<file path="config.mk">
export PLATFORM = sky130hd
export DESIGN_NAME = mps_pos_track
export DESIGN_NICKNAME = d
export VERILOG_FILES = /design/src/max_pool_2d_stream_assert.svh /design/src/mps_pkg.sv /design/src/mps_pos_track.sv
export SDC_FILE = /design/constraint.sdc
export NUM_CORES = 1
export LEC_CHECK = 0
export ABC_CLOCK_PERIOD_IN_PS = 8600
export BUFFER_PORTS_ARGS = -buffer_cell sky130_fd_sc_hd__buf_2
export CELL_PAD_IN_SITES_DETAIL_PLACEMENT = 1
export CELL_PAD_IN_SITES_GLOBAL_PLACEMENT = 1
export CORE_UTILIZATION = 44
export CTS_CLUSTER_SIZE = 25
export DETAILED_ROUTE_END_ITERATION = 16
export PLACE_DENSITY = 0.91
export SKIP_CTS_REPAIR_TIMING = 1
export SLEW_MARGIN = 20
export SYNTH_ARGS = -nofsm -noshare
export SYNTH_HDL_FRONTEND = slang
export SYNTH_SLANG_ARGS = --single-unit
</file>
<file path="constraint.sdc">
create_clock -name clk -period 8.6 [get_ports clk]
set_input_delay 0.86 -clock clk [delete_from_list [all_inputs] [get_ports clk]]
set_output_delay 0.86 -clock clk [all_outputs]
set_load 0.02 [all_outputs]
</file>
<file path="src/max_pool_2d_stream_assert.svh">
// ----------------------------------------------------------------
// max pool 2d stream assertion macros
// concurrent property helpers used by the top level
// ----------------------------------------------------------------
`ifndef MAX_POOL_2D_STREAM_ASSERT_SVH
`define MAX_POOL_2D_STREAM_ASSERT_SVH

// same-cycle implication
`define MPS_ASSERT_IMPL(lbl, clk_i, rstn_i, ante, cons) \
	lbl: assert property (@(posedge clk_i) disable iff (!rstn_i) (ante) |-> (cons)) \
		else $error("max pool assertion failed");

// next-cycle implication
`define MPS_ASSERT_NEXT(lbl, clk_i, rstn_i, ante, cons) \
	lbl: assert property (@(posedge clk_i) disable iff (!rstn_i) (ante) |=> (cons)) \
		else $error("max pool assertion failed");

`endif

</file>
<file path="src/mps_pkg.sv">
`timescale 1ns / 1ps
// ----------------------------------------------------------------
// mps_pkg
// shared types and constants of the max pooling stream block
// ----------------------------------------------------------------
package mps_pkg;

	localparam int MAX_KERNEL_DEF  = 4;
	localparam int MAX_WIDTH_DEF   = 256;
	localparam int SAMPLE_BITS_DEF = 16;

	localparam int DIM_BITS      = 9;
	localparam int KS_BITS       = 3;
	localparam int IDX_BITS      = 8;
	localparam int HEIGHT_LIMIT  = 256;
	localparam int STRIDE_LIMIT  = 4;
	localparam int CFG_ADDR_BITS = 4;
	localparam int CFG_DATA_BITS = 32;

	// register indexes
	localparam logic [1:0] REG_HEIGHT = 2'd0;
	localparam logic [1:0] REG_WIDTH  = 2'd1;
	localparam logic [1:0] REG_KERNEL = 2'd2;
	localparam logic [1:0] REG_STRIDE = 2'd3;

	localparam logic [DIM_BITS-1:0] RST_HEIGHT = 9'd16;
	localparam logic [DIM_BITS-1:0] RST_WIDTH  = 9'd16;
	localparam logic [KS_BITS-1:0]  RST_KERNEL = 3'd2;
	localparam logic [KS_BITS-1:0]  RST_STRIDE = 3'd2;

	typedef struct packed {
		logic [DIM_BITS-1:0] height;
		logic [DIM_BITS-1:0] width;
		logic [KS_BITS-1:0]  kernel;
		logic [KS_BITS-1:0]  stride;
	} cfg_t;

	// position and flag of one pooled result
	typedef struct packed {
		logic                last;
		logic [IDX_BITS-1:0] out_col;
		logic [IDX_BITS-1:0] out_row;
	} res_tag_t;

endpackage

</file>
<file path="src/mps_pos_track.sv">
`timescale 1ns / 1ps
// ----------------------------------------------------------------
// mps_pos_track
// raster position, stride phase and pooled index counters
// ----------------------------------------------------------------
module mps_pos_track #(
	parameter  int MAX_KERNEL  = mps_pkg::MAX_KERNEL_DEF,
	parameter  int MAX_WIDTH   = mps_pkg::MAX_WIDTH_DEF,
	localparam int WIDTH_LIMIT = (MAX_WIDTH < 256) ? MAX_WIDTH : 256,
	localparam int COL_BITS    = $clog2(WIDTH_LIMIT),
	localparam int SLOT_BITS   = (MAX_KERNEL > 1) ? $clog2(MAX_KERNEL) : 1,
	localparam int K_BITS      = $clog2(MAX_KERNEL + 1)
) (
	input  logic                 clk,
	input  logic                 arst_n,
	input  mps_pkg::cfg_t        cfg,
	input  logic                 restart,
	input  logic                 advance,
	output logic                 emit,
	output logic [SLOT_BITS-1:0] cur_slot,
	output logic [COL_BITS-1:0]  cur_col,
	output logic [K_BITS-1:0]    k_eff,
	output logic [SLOT_BITS-1:0] start_slot,
	output logic [COL_BITS-1:0]  start_col,
	output mps_pkg::res_tag_t    tag
);

	localparam int DB          = mps_pkg::DIM_BITS;
	localparam int IB          = mps_pkg::IDX_BITS;

	logic [IB-1:0]        in_row_q;
	logic [COL_BITS-1:0]  in_col_q;
	logic [SLOT_BITS-1:0] row_slot_q;
	logic [1:0]           row_phase_q;
	logic [1:0]           col_phase_q;
	logic [IB-1:0]        pooled_row_q;
	logic [IB-1:0]        pooled_col_q;

	logic [DB-1:0]        h_c;
	logic [DB-1:0]        w_c;
	logic [K_BITS-1:0]    k_c;
	logic [2:0]           s_c;
	logic                 row_active;
	logic                 col_active;
	logic                 row_end;
	logic                 plane_end;
	logic                 last_win;
	logic [1:0]           rp_next;
	logic [1:0]           cp_next;
	logic [SLOT_BITS-1:0] slot_next;

	always_comb begin
		if (cfg.height == '0) begin
			h_c = DB'(1);
		end else if (32'(cfg.height) > mps_pkg::HEIGHT_LIMIT) begin
			h_c = DB'(mps_pkg::HEIGHT_LIMIT);
		end else begin
			h_c = cfg.height;
		end

		if (cfg.width == '0) begin
			w_c = DB'(1);
		end else if (32'(cfg.width) > WIDTH_LIMIT) begin
			w_c = DB'(WIDTH_LIMIT);
		end else begin
			w_c = cfg.width;
		end

		if (cfg.kernel == '0) begin
			k_c = K_BITS'(1);
		end else if (32'(cfg.kernel) > MAX_KERNEL) begin
			k_c = K_BITS'(MAX_KERNEL);
		end else begin
			k_c = K_BITS'(cfg.kernel);
		end

		if (cfg.stride == '0) begin
			s_c = 3'd1;
		end else if (32'(cfg.stride) > mps_pkg::STRIDE_LIMIT) begin
			s_c = 3'(mps_pkg::STRIDE_LIMIT);
		end else begin
			s_c = cfg.stride;
		end
	end

	assign row_active = (DB'(in_row_q) + DB'(1)) >= DB'(k_c);
	assign col_active = (DB'(in_col_q) + DB'(1)) >= DB'(k_c);
	assign row_end    = (DB'(in_col_q) + DB'(1)) >= w_c;
	assign plane_end  = (DB'(in_row_q) + DB'(1)) >= h_c;

	// a window is the last of its plane when the next stride step leaves the plane in both rows and columns
	assign last_win = ((10'(in_row_q) + 10'(s_c)) >= 10'(h_c))
		&& ((10'(in_col_q) + 10'(s_c)) >= 10'(w_c));

	assign rp_next   = ((3'(row_phase_q) + 3'd1) == s_c) ? 2'd0 : row_phase_q + 2'd1;
	assign cp_next   = ((3'(col_phase_q) + 3'd1) == s_c) ? 2'd0 : col_phase_q + 2'd1;
	assign slot_next = (32'(row_slot_q) == MAX_KERNEL - 1) ? '0 : row_slot_q + SLOT_BITS'(1);

	assign emit = row_active && col_active && (row_phase_q == 2'd0) && (col_phase_q == 2'd0);

	assign cur_slot = row_slot_q;
	assign cur_col  = in_col_q;
	assign k_eff    = k_c;

	always_comb begin
		if (32'(row_slot_q) + 1 >= 32'(k_c)) begin
			start_slot = SLOT_BITS'(32'(row_slot_q) + 1 - 32'(k_c));
		end else begin
			start_slot = SLOT_BITS'(32'(row_slot_q) + MAX_KERNEL + 1 - 32'(k_c));
		end
	end

	assign start_col = COL_BITS'(32'(in_col_q) + 1 - 32'(k_c));

	assign tag.last    = last_win;
	assign tag.out_col = pooled_col_q;
	assign tag.out_row = pooled_row_q;

	always_ff @(posedge clk or negedge arst_n) begin
		if (!arst_n) begin
			in_row_q     <= '0;
			in_col_q     <= '0;
			row_slot_q   <= '0;
			row_phase_q  <= '0;
			col_phase_q  <= '0;
			pooled_row_q <= '0;
			pooled_col_q <= '0;
		end else if (restart) begin
			in_row_q     <= '0;
			in_col_q     <= '0;
			row_slot_q   <= '0;
			row_phase_q  <= '0;
			col_phase_q  <= '0;
			pooled_row_q <= '0;
			pooled_col_q <= '0;
		end else if (advance) begin
			if (emit) begin
				pooled_col_q <= pooled_col_q + IB'(1);
			end
			if (col_active) begin
				col_phase_q <= cp_next;
			end
			if (row_end) begin
				in_col_q     <= '0;
				col_phase_q  <= '0;
				pooled_col_q <= '0;
				if (row_active) begin
					if ((row_phase_q == 2'd0) && (w_c >= DB'(k_c))) begin
						pooled_row_q <= pooled_row_q + IB'(1);
					end
					row_phase_q <= rp_next;
				end
				if (plane_end) begin
					in_row_q     <= '0;
					row_slot_q   <= '0;
					row_phase_q  <= '0;
					pooled_row_q <= '0;
				end else begin
					in_row_q   <= in_row_q + IB'(1);
					row_slot_q <= slot_next;
				end
			end else begin
				in_col_q <= in_col_q + COL_BITS'(1);
			end
		end
	end

endmodule

</file>
# Yosys cells after proc, flatten, opt, wreduce, memory -nomap -nowiden
# Cells that the tools add are included.
# word_totals
regBits	38
in_bits	28
# classes
n_addsub	20
n_lt_le_gt_ge	12
eq_ne	3
n_mux	42
n_reduce_logical	22
# ops
op	count
8-bit two-way mux	17
8-bit by 1-bit adder with 8-bit output, second input constant	5
9-bit greater-or-equal comparator	4
9-bit two-way mux	4
2-bit two-way mux	17
9-bit by 3-bit greater-or-equal comparator with 1-bit output	3
8-bit by 1-bit adder with 9-bit output, second input constant	2
8-bit by 3-bit adder with 9-bit output	2
9-bit > comparator, second input constant	2
9-bit logical NOT	2
3-bit two-way mux	4
3-bit nonzero test	4
2-bit by 1-bit adder with 2-bit output, second input constant	5
2-bit by 1-bit adder with 3-bit output, second input constant	3
8-bit by 3-bit subtractor with 8-bit output	1
3-bit == test	2
3-bit > comparator, second input constant	2
3-bit logical NOT	2
2-bit AND reduction	3
1-bit logical AND	5
2-bit logical NOT	2
4-bit AND reduction	1
2-bit nonzero test	2
2-bit subtractor	2
other kinds (3)	3

# Logic depth before layout (Yosys ltp)
# Gate-level depths: netlist (run 1).
# depth
word_depth	11
depth_mapped	16

# Worst setup path after synthesis (run 1)
# OpenSTA, ideal clock, no wires.
# synth_path
kind	input to output
start	input port cfg[0] (netlist bit)
end	output port tag[16] (netlist bit)
t_arrival_ns	3.278
required_ns	7.740
slack_ns	4.462
cell_stages	15
path_buffers	1
cell_sequence	inv_1 -> a21oi_1 -> ha_1 -> inv_1 -> fa_1 -> nor2b_1 -> o21ai_0 -> nor2_1 -> xor2_1 -> ha_1 -> or4_1 -> a21oi_1 -> o21ai_0 -> and3_1 -> buf_4
# synth_between
elab_chain_cells	6
# synth_rtl
item	line_no	rtl
start: declaration	mps_pos_track.sv:16	input mps_pkg::cfg_t cfg,
3-bit > comparator	mps_pos_track.sv:79	end else if (32'(cfg.stride) > mps_pkg::STRIDE_LIMIT) begin
3-bit two-way mux	mps_pos_track.sv:79	
3-bit two-way mux *	mps_pos_track.sv:77	if (cfg.stride == '0) begin
8-bit by 3-bit adder with 9-bit output (on tied branches)	mps_pos_track.sv:92, mps_pos_track.sv:93	
9-bit greater-or-equal comparator (on tied branches)	mps_pos_track.sv:92, mps_pos_track.sv:93	
1-bit logical AND *	mps_pos_track.sv:93	&& ((10'(in_col_q) + 10'(s_c)) >= 10'(w_c));
end: declaration	mps_pos_track.sv:25	output mps_pkg::res_tag_t tag
# Every way passes the cells marked *; elsewhere a longest branch is shown, timed or not.

==> flow_summary.ini, run 1 <==
[critical_path]
startpoint_type = input port
reg2reg_from = cur_col[0]$_DFFE_PN0P_
cp_slowest_stage_delay_ns = 0.52
cp.required_ns = 7.74
critPathSlowestCell = or4_1
path_max_fanout = 3
endpoint_kind = output pin
rrSetupSlack_ns = 4.81
rr_endpoint = pooled_row_q[2]$_DFFE_PN0P_
ff2ff_path_depth = 10
crit_chain = buf_2 > inv_1 > a21oi_1 > ha_1 > inv_1 > fa_1 > nor2b_1 > o21ai_0 > nor2_1 > xor2_1 > ha_1 > or4_1 > a21oi_1 > o21ai_0 > and3_1 > buf_2
worstPathArrival_ns = 3.87
worst-setup-path-type = input port to output pin

[sta]
fmax_ghz = 0.212
slew_viol_final = 0
clock_skew_ns = 0.00457
hold_ws_ns = 0.500
rsz0062_at_grt = no
hold_viol_final = 0
fin_setup_tns_ns = 0
worstMarginPinSlew_ns = 0.898
period_needed_ns = 4.73
relSlewSlack_pct = 40.1
setup_viol = 0
fin_crit_sh_pct = 55.0
setup_ws_ns = 3.87

[placement]
dp_hpwl_um = 10100
io_buffers = 68
placed_cells = 693
gp_congestion = 0.885
dpl_cell_area_sq_mm = 0.00471
place_ws_ns = 3.94

[pwr]
powerDensity_mw_per_mm2 = 236
power.switching_uw = 553
leakage_nw = 2.51
p_total_mw = 1.15
intPower_uw = 595
pwr-share-clk_pct = 16.9
switching_share_pct = 48.2
seq_power_share_pct = 24.8
peakVddDrop_mv = 0.105
comb_power_share_pct = 58.3

[synth]
syn-mean-instance-area_sq_um = 8.38
ys_warn_count = 0
synth_top_cell_by_area = dfrtp_1
synth_async_sr_flop_share_pct = 100
ys_ff_latch = 38
synth_area_leaders = dfrtp_1, ha_1, xnor2_1, nand2_1, inv_1
syn_nets = 617
seq_area_frac_synth_pct = 22.2
ys.flop_type = dfrtp_1
synth_edf_count = 0
syn-cell-area_sq_mm = 0.00428
synth.top_cell.area_share_pct = 22.2
synth_cells = 511
synthDistinctLibCells = 64

[floorplan]
std_cell_rows = 35
die_width_um = 101
die_h_um = 101
dieArea_sq_mm = 0.0101
core_area_sq_mm = 0.00933
start_util_pct = 45.9
io_pins = 69

[detailed_routing]
vias = 4145
wl_um = 13000
drt-initial-drc-count = 114
post_drt_wl_per_cell_um = 18.6
drt_pre_antenna_iters = 4
route.detailed.drc = 0
postRouteAntennaNets = 0
vias_per_cell = 5.91

[global_route]
gr-total-overflow = 0
grt_max_degree = 39
grt.total_usage_pct = 27.5
grt_pass1_vias = 4373
grt_pass1_wl_um = 21900
antenna_found_initial = 1

[layout]
seq_area_sq_um = 951
fin_util_pct = 52.0
multi_input_area_sq_mm = 0.00306
final_area_sq_mm = 0.00485
num-fill-cells = 1162
syn_to_final_growth_pct = 13.3
fin_nets = 677
antenna_cells = 0
drive_gt1_share_pct = 15.7
final_cells = 701

[job]
drv_cap = 0

[worst_hold_path]
hold_start = pooled_row_q[7]$_DFFE_PN0P_
min_to = pooled_row_q[7]$_DFFE_PN0P_
hp-class = register to register
whs_path_depth = 1

[clock_network]
cts-root-buf = clkbuf_8
cts_tree = yes
clock_path_buffers = 2
cts_made_buffers = 5
htree_levels = 2
path_clk_slew_ns = 0.08
clk-insertion-delay-late_ns = 0.31
cts_sinks = 38

[status]
status = complete, no violations
==> worst max path at each step <==
stage / start / endpoint / slack, ns / cells after the start
5_1_grt: cfg[0] / tag[16] / 3.66 / 16
4_1_cts: cfg[0] / tag[16] / 3.91 / 16
3_3_place_gp: cfg[1] / tag[16] / 4.12 / 15
2_1_floorplan: cfg[0] / tag[16] / 4.46 / 15
3_5_place_dp: cfg[1] / tag[16] / 3.94 / 15
6_report: cfg[0] / tag[16] / 3.87 / 16
==> sequential cells by signal, summed over array words and instances (netlist names) <==
signal        cells
cur_col           8
in_row_q          8
pooled_col_q      8
pooled_row_q      8
col_phase_q       2
cur_slot          2
row_phase_q       2
==> power groups by stage <==
| stage | Sequential, mW | Combinational [mW] | Clock (mW) |
|---|---|---|---|
| 2_1_floorplan | 0.295 | 0.437 | 0 |
| 3_3_place_gp | 0.281 | 0.610 | 0 |
| 3_5_place_dp | 0.286 | 0.652 | 0 |
| 4_1_cts | 0.283 | 0.668 | 0.197 |
| 5_1_grt | 0.292 | 0.734 | 0.204 |
| 6_report | 0.284 | 0.669 | 0.194 |
==> cell type report <==
type                            instances  share of cell area (%)
Tap cell                              129                    3.33
Clock inverter                          3                    1.42
Multi-Input combinational cell        405                    63.0
Inverter                               51                    3.95
Sequential cell                        38                    19.6
Timing Repair Buffer                   70                    7.32
Clock buffer                            5                    1.42
==> layer usage <==
| layer | GRT usage (%) | up-vias | part of all wire [%] |
|---|---|---|---|
| li1 | - | 1946 | - |
| met1 | 33.0 | 2066 | 42 |
| met2 | 49.6 | 98 | 52 |
| met3 | 4.02 | 33 | 3.5 |
| met4 | 10.0 | 2 | 3.2 |
| met5 | 0 | - | 0.11 |
==> worst max-delay path: cells and delay by family <==
family,cells,cell delay [ns]
xor+xnor,1,0.09
compound gates,4,0.60
buf+inv,4,0.42
simple gates,4,1.03
fa+ha+maj,3,0.86
==> placed cells by master (no fill, tap or decap), types with 3 or more instances in the layout <==
cell type / n
nor4_1: 5
nor2_1: 26
nor2b_1: 5
or2_2: 3
buf_2: 68
a22o_1: 11
ha_1: 75
xor2_1: 10
o21bai_1: 3
dfrtp_1: 38
o31ai_1: 3
mux2i_1: 7
o21ai_0: 18
a31oi_1: 5
o211ai_1: 10
nand2b_1: 16
o22ai_1: 3
xnor2_1: 23
and3_1: 9
a21o_1: 16
nand3_1: 14
a21oi_1: 31
inv_1: 49
and2_1: 3
nand2_1: 51
nand4_1: 8
clkbuf_8: 5
nor3_1: 10
fa_1: 3
==> cells in the mapped netlist, types with 2 or more instances <==
library cell and instances:
ha_1 75, nand2_1 51, inv_1 49, dfrtp_1 38, a21oi_1 31, nor2_1 26
xnor2_1 23, o21ai_0 18, a21o_1 16, nand2b_1 16, nand3_1 14, a22o_1 11
clkbuf_1 11, nor3_1 10, o211ai_1 10, xor2_1 10, and3_1 9, nand4_1 8
mux2i_1 7, a31oi_1 5, nor2b_1 5, nor4_1 5, and2_1 3, fa_1 3
o21bai_1 3, o22ai_1 3, o31ai_1 3, or2_2 3, a211o_1 2, a211oi_1 2
a32o_1 2, buf_2 2, buf_6 2, clkinv_1 2, nand4b_1 2, o2111ai_1 2
or4_1 2
==> kinds of logic (layout without fill, tap and decap cells) <==
logic type / Yosys count / after routing / synth area share [%]
AOI/OAI and AO/OA: 122 / 122 / 19.5
xor gates and xnor gates: 34 / 34 / 7.13
adders and majority gates: 80 / 80 / 23.8
buffers and inverters: 68 / 129 / 6.46
DFF: 38 / 38 / 22.2
muxes: 8 / 8 / 1.90
and+or+nand+nor: 161 / 161 / 19.0
Note: power is estimated with default switching activity, not from simulation.
==> run 2, diff against run 1 <==
Settings changed: ABC_CLOCK_PERIOD_IN_PS 8600 to 3800, CORE_UTILIZATION 44 to 39, PLACE_DENSITY 0.91 to 0.86.
Clock period 8.6 ns to 3.8 ns, I/O delays scaled along.
==> flow_summary.ini, run 2 (synthesis results as in run 1) <==
[clock_network]
clock_path_buffers = 2
cts_tree = yes
path_clk_slew_ns = 0.09
cts_sinks = 38
htree_levels = 2
clk-insertion-delay-late_ns = 0.30
cts-root-buf = clkbuf_8
cts_made_buffers = 5

[detailed_routing]
vias_per_cell = 5.61
drt_pre_antenna_iters = 4
route.detailed.drc = 0
drt-initial-drc-count = 134
wl_um = 12400
vias = 4030
postRouteAntennaNets = 0
post_drt_wl_per_cell_um = 17.2

[placement]
place_ws_ns = 0.196
dp_hpwl_um = 10200
io_buffers = 68
gp_congestion = 0.849
placed_cells = 709

[global_route]
grt.total_usage_pct = 22.5
grt_pass1_wl_um = 20400
gr-total-overflow = 0
grt_pass1_vias = 4136
antenna_found_initial = 0
grt_max_degree = 39

[sta]
relSlewSlack_pct = 37.3
slew_viol_final = 0
period_needed_ns = 3.62
worstMarginPinSlew_ns = 0.937
fmax_ghz = 0.276
fin_crit_sh_pct = 95.2
setup_ws_ns = 0.181
rsz0062_at_grt = no
setup_viol = 0
fin_setup_tns_ns = 0
hold_viol_final = 0
clock_skew_ns = 0.00994

[critical_path]
worst-setup-path-type = register to output pin
worstPathArrival_ns = 3.24
cp_top_family = simple AND/OR/NAND/NOR gates
cp.required_ns = 3.42
endpoint_kind = output pin
critPathSlowestCell = or4_1
reg2reg_from = cur_col[1]$_DFFE_PN0P_
path_max_fanout = 5
cp_slowest_stage_delay_ns = 0.53
critPathBufInv = 2
critPathLaunch = in_row_q[0]$_DFFE_PN0P_
crit_chain = ha_1 > inv_1 > fa_1 > nor2b_1 > o21ai_0 > nor2_1 > xor2_1 > ha_1 > or4_1 > a21oi_1 > o21ai_0 > and3_1 > buf_2
startpoint_type = register

[layout]
fin_nets = 688
syn_to_final_growth_pct = 14.5
multi_input_area_sq_mm = 0.00306
antenna_cells = 0
num-fill-cells = 1309
final_common_cell = ha_1
seq_area_sq_um = 952
final_cell_mix = ha_1, buf_2, nand2_1, inv_1, dfrtp_1
final_cells = 719
drive_gt1_share_pct = 17.5

[floorplan]
core_area_sq_mm = 0.0105
std_cell_rows = 37
die_width_um = 107
die_h_um = 107
dieArea_sq_mm = 0.0114
start_util_pct = 40.9
io_pins = 69

[pwr]
powerDensity_mw_per_mm2 = 499
peakVddDrop_mv = 0.197
leakage_nw = 2.55

[worst_hold_path]
hp-class = input port to async pin

[job]
drv_cap = 0

[status]
status = complete, no violations
## run 2: power breakdown
group,internal [mW],switching [mW],total [mW],leakage (nW)
Clock,0.146,0.165,0.311,0.0472
Sequential,0.487,0.135,0.622,0.510
Combinational,0.623,0.889,1.51,1.99
## run 2: final timing paths
check / depth (start not counted) / slack (ns) / end
max in group asynchronous: 1 / 3.00 / in_row_q[0]$_DFFE_PN0P_
min in group clk: 1 / 0.49 / pooled_row_q[7]$_DFFE_PN0P_
worst max-delay path: 13 / 0.18 / tag[16]
worst min-delay path: 1 / 0.18 / cur_col[5]$_DFFE_PN0P_
worst max register to register: 12 / 0.48 / pooled_row_q[2]$_DFFE_PN0P_
worst min register to register: 1 / 0.49 / pooled_row_q[7]$_DFFE_PN0P_
## run 2: final cells by class
class | instances | share of cell area, %
multi-input cells | 405 | 62.3
flip-flops and latches | 38 | 19.4
repair buffers | 81 | 8.93
inverters | 51 | 3.91
well taps | 136 | 3.47
clock buffers | 6 | 1.68
clock inverters | 2 | 0.255
## run 2: metal layers
metal  up-vias  global-route usage [%]  wire [um]
met1      1993                    28.3       5670
met4         0                    4.99        159
li1       1965                       -          -
met2        59                    41.0       6290
met3        13                    2.37        256
met5         -                       0          0
## run 2: worst reg2reg max path: stages, from the launching register on
cell and delay [ns]:
dfrtp_1 0.46, ha_1 0.31, and3_1 0.24, nand2_1 0.09
nand2_1 0.08, ha_1 0.31, a211o_1 0.26, o211ai_1 0.08
o2111ai_1 0.30, and3_1 0.39, and2_1 0.18, buf_4 0.18
a221o_1 0.33
## run 2: per-stage QoR
step,util (%),hold WS (ns),power [mW],area [sq um]
floorplan,-,0.0844,1.66,4280
CTS,46.7,0.241,2.46,4890
detailed placement,45.8,0.490,2.14,4790
global route,46.9,0.259,2.65,4900
global placement,45.8,0.481,2.06,4790
finish,46.9,0.182,2.44,4900
==> run 3, diff against run 2 <==
Settings changed: MAX_ROUTING_LAYER set to met4.
==> flow_summary.ini, run 3 (synthesis results as in run 1) <==
[status]
status = complete, no violations

[detailed_routing]
wl_um = 12800
drt-initial-drc-count = 182
post_drt_wl_per_cell_um = 17.8
route.detailed.drc = 0
vias = 4081
vias_per_cell = 5.67
postRouteAntennaNets = 0
drt_pre_antenna_iters = 4

[clock_network]
path_clk_slew_ns = 0.08
cts-root-buf = clkbuf_8
clock_path_buffers = 2
cts_sinks = 38
clk-insertion-delay-late_ns = 0.30
cts_made_buffers = 5
cts_tree = yes
htree_levels = 2

[layout]
multi_input_area_sq_mm = 0.00306
final_area_sq_mm = 0.00496
final_cell_mix = ha_1, buf_2, nand2_1, inv_1, dfrtp_1
syn_to_final_growth_pct = 15.9
antenna_cells = 0
final_common_cell = ha_1
fin_nets = 689
drive_gt1_share_pct = 18.0
num-fill-cells = 1317
seq_area_sq_um = 952

[global_route]
antenna_found_initial = 0
grt_pass1_vias = 4421
grt.total_usage_pct = 24.2
gr-total-overflow = 0
grt_max_degree = 39
grt_pass1_wl_um = 21400

[sta]
fin_setup_tns_ns = 0
slew_viol_final = 0
hold_viol_final = 0
worstMarginPinSlew_ns = 0.974
setup_viol = 0
fmax_ghz = 0.279
period_needed_ns = 3.58
relSlewSlack_pct = 34.8
fin_crit_sh_pct = 94.3
clock_skew_ns = 0.00621

[critical_path]
rr_endpoint = row_phase_q[0]$_DFFE_PN0P_
rrSetupSlack_ns = 0.53
startpoint_type = register
reg2reg_from = cur_col[4]$_DFFE_PN0P_
cp.required_ns = 3.42
path_max_fanout = 5
endpoint_kind = output pin
worstPathArrival_ns = 3.20
worst-setup-path-type = register to output pin
ff2ff_path_depth = 11

[floorplan]
core_area_sq_mm = 0.0105
io_pins = 69
die_h_um = 107
die_width_um = 107
std_cell_rows = 37
start_util_pct = 40.9
dieArea_sq_mm = 0.0114

[placement]
gp_congestion = 0.882
dp_hpwl_um = 10300
dpl_cell_area_sq_mm = 0.00480
io_buffers = 68

[pwr]
peakVddDrop_mv = 0.208
leakage_nw = 2.58
powerDensity_mw_per_mm2 = 528
p_total_mw = 2.62

[job]
drv_cap = 0

[worst_hold_path]
hp-class = input port to async pin
-- run 3: cell count changes in the layout (fill, tap and decap cells not counted) --
cell        before  now
a21oi_1         31   29
a21oi_2          0    2
buf_4           13   14
bufinv_16        0    2
clkinv_2         1    0
clkinvlp_4       1    0
o21ai_0         18   17
o21ai_1          1    2
-- run 3: per-layer routing --
| metal | GRT usage (%) | part of all wire, % |
|---|---|---|
| met3 | 2.86 | 2.1 |
| met2 | 43.0 | 51 |
| met1 | 29.5 | 46 |
| met4 | 4.60 | 0.74 |
| met5 | - | 0 |
-- run 3: worst max-delay path, stage by stage (launching register included) --
cell	delay, ns
dfrtp_2	0.43
ha_1	0.18
inv_1	0.05
fa_1	0.40
nor2b_1	0.14
o21ai_1	0.11
nor2_1	0.17
xor2_1	0.09
ha_1	0.20
or4_1	0.52
a21oi_1	0.12
o21ai_0	0.09
and3_1	0.23
buf_2	0.17
-- run 3: final cells by class --
cell class              instances  share of cell area, %
clock buffers                   6                   1.66
clock inverters                 2                   1.21
inverters                      51                   3.86
multi-input cells             405                   61.7
flip-flops and latches         38                   19.2
well taps                     136                   3.43
repair buffers                 82                   8.97
-- run 3: worst max-delay path by stage --
stage | start | endpoint | cells after the start
after detailed placement | cfg[2] | tag[16] | 15
after global placement | cfg[1] | tag[16] | 15
after global routing | in_row_q[0]$_DFFE_PN0P_ | tag[16] | 13
after CTS | in_row_q[0]$_DFFE_PN0P_ | tag[16] | 13
final | in_row_q[0]$_DFFE_PN0P_ | tag[16] | 13
after floorplan | cfg[0] | tag[16] | 15
-- run 3: through the flow --
step / util, % / instances / setup slack (ns) / hold slack (ns)
after floorplan: - / 511 / 0.622 / 0.0844
after global placement: 45.9 / 710 / 0.285 / 0.482
after detailed placement: 45.9 / 710 / 0.148 / 0.487
after CTS: 47.2 / 718 / 0.0514 / 0.248
after global routing: 47.5 / 720 / -0.00762 / 0.271
final: 47.5 / 720 / 0.218 / 0.213
-- run 3: where the power goes --
group	internal, mW	switching, mW	total [mW]	leakage (nW)
Clock	0.281	0.170	0.450	0.0714
Sequential	0.487	0.139	0.626	0.510
Combinational	0.632	0.911	1.54	1.99
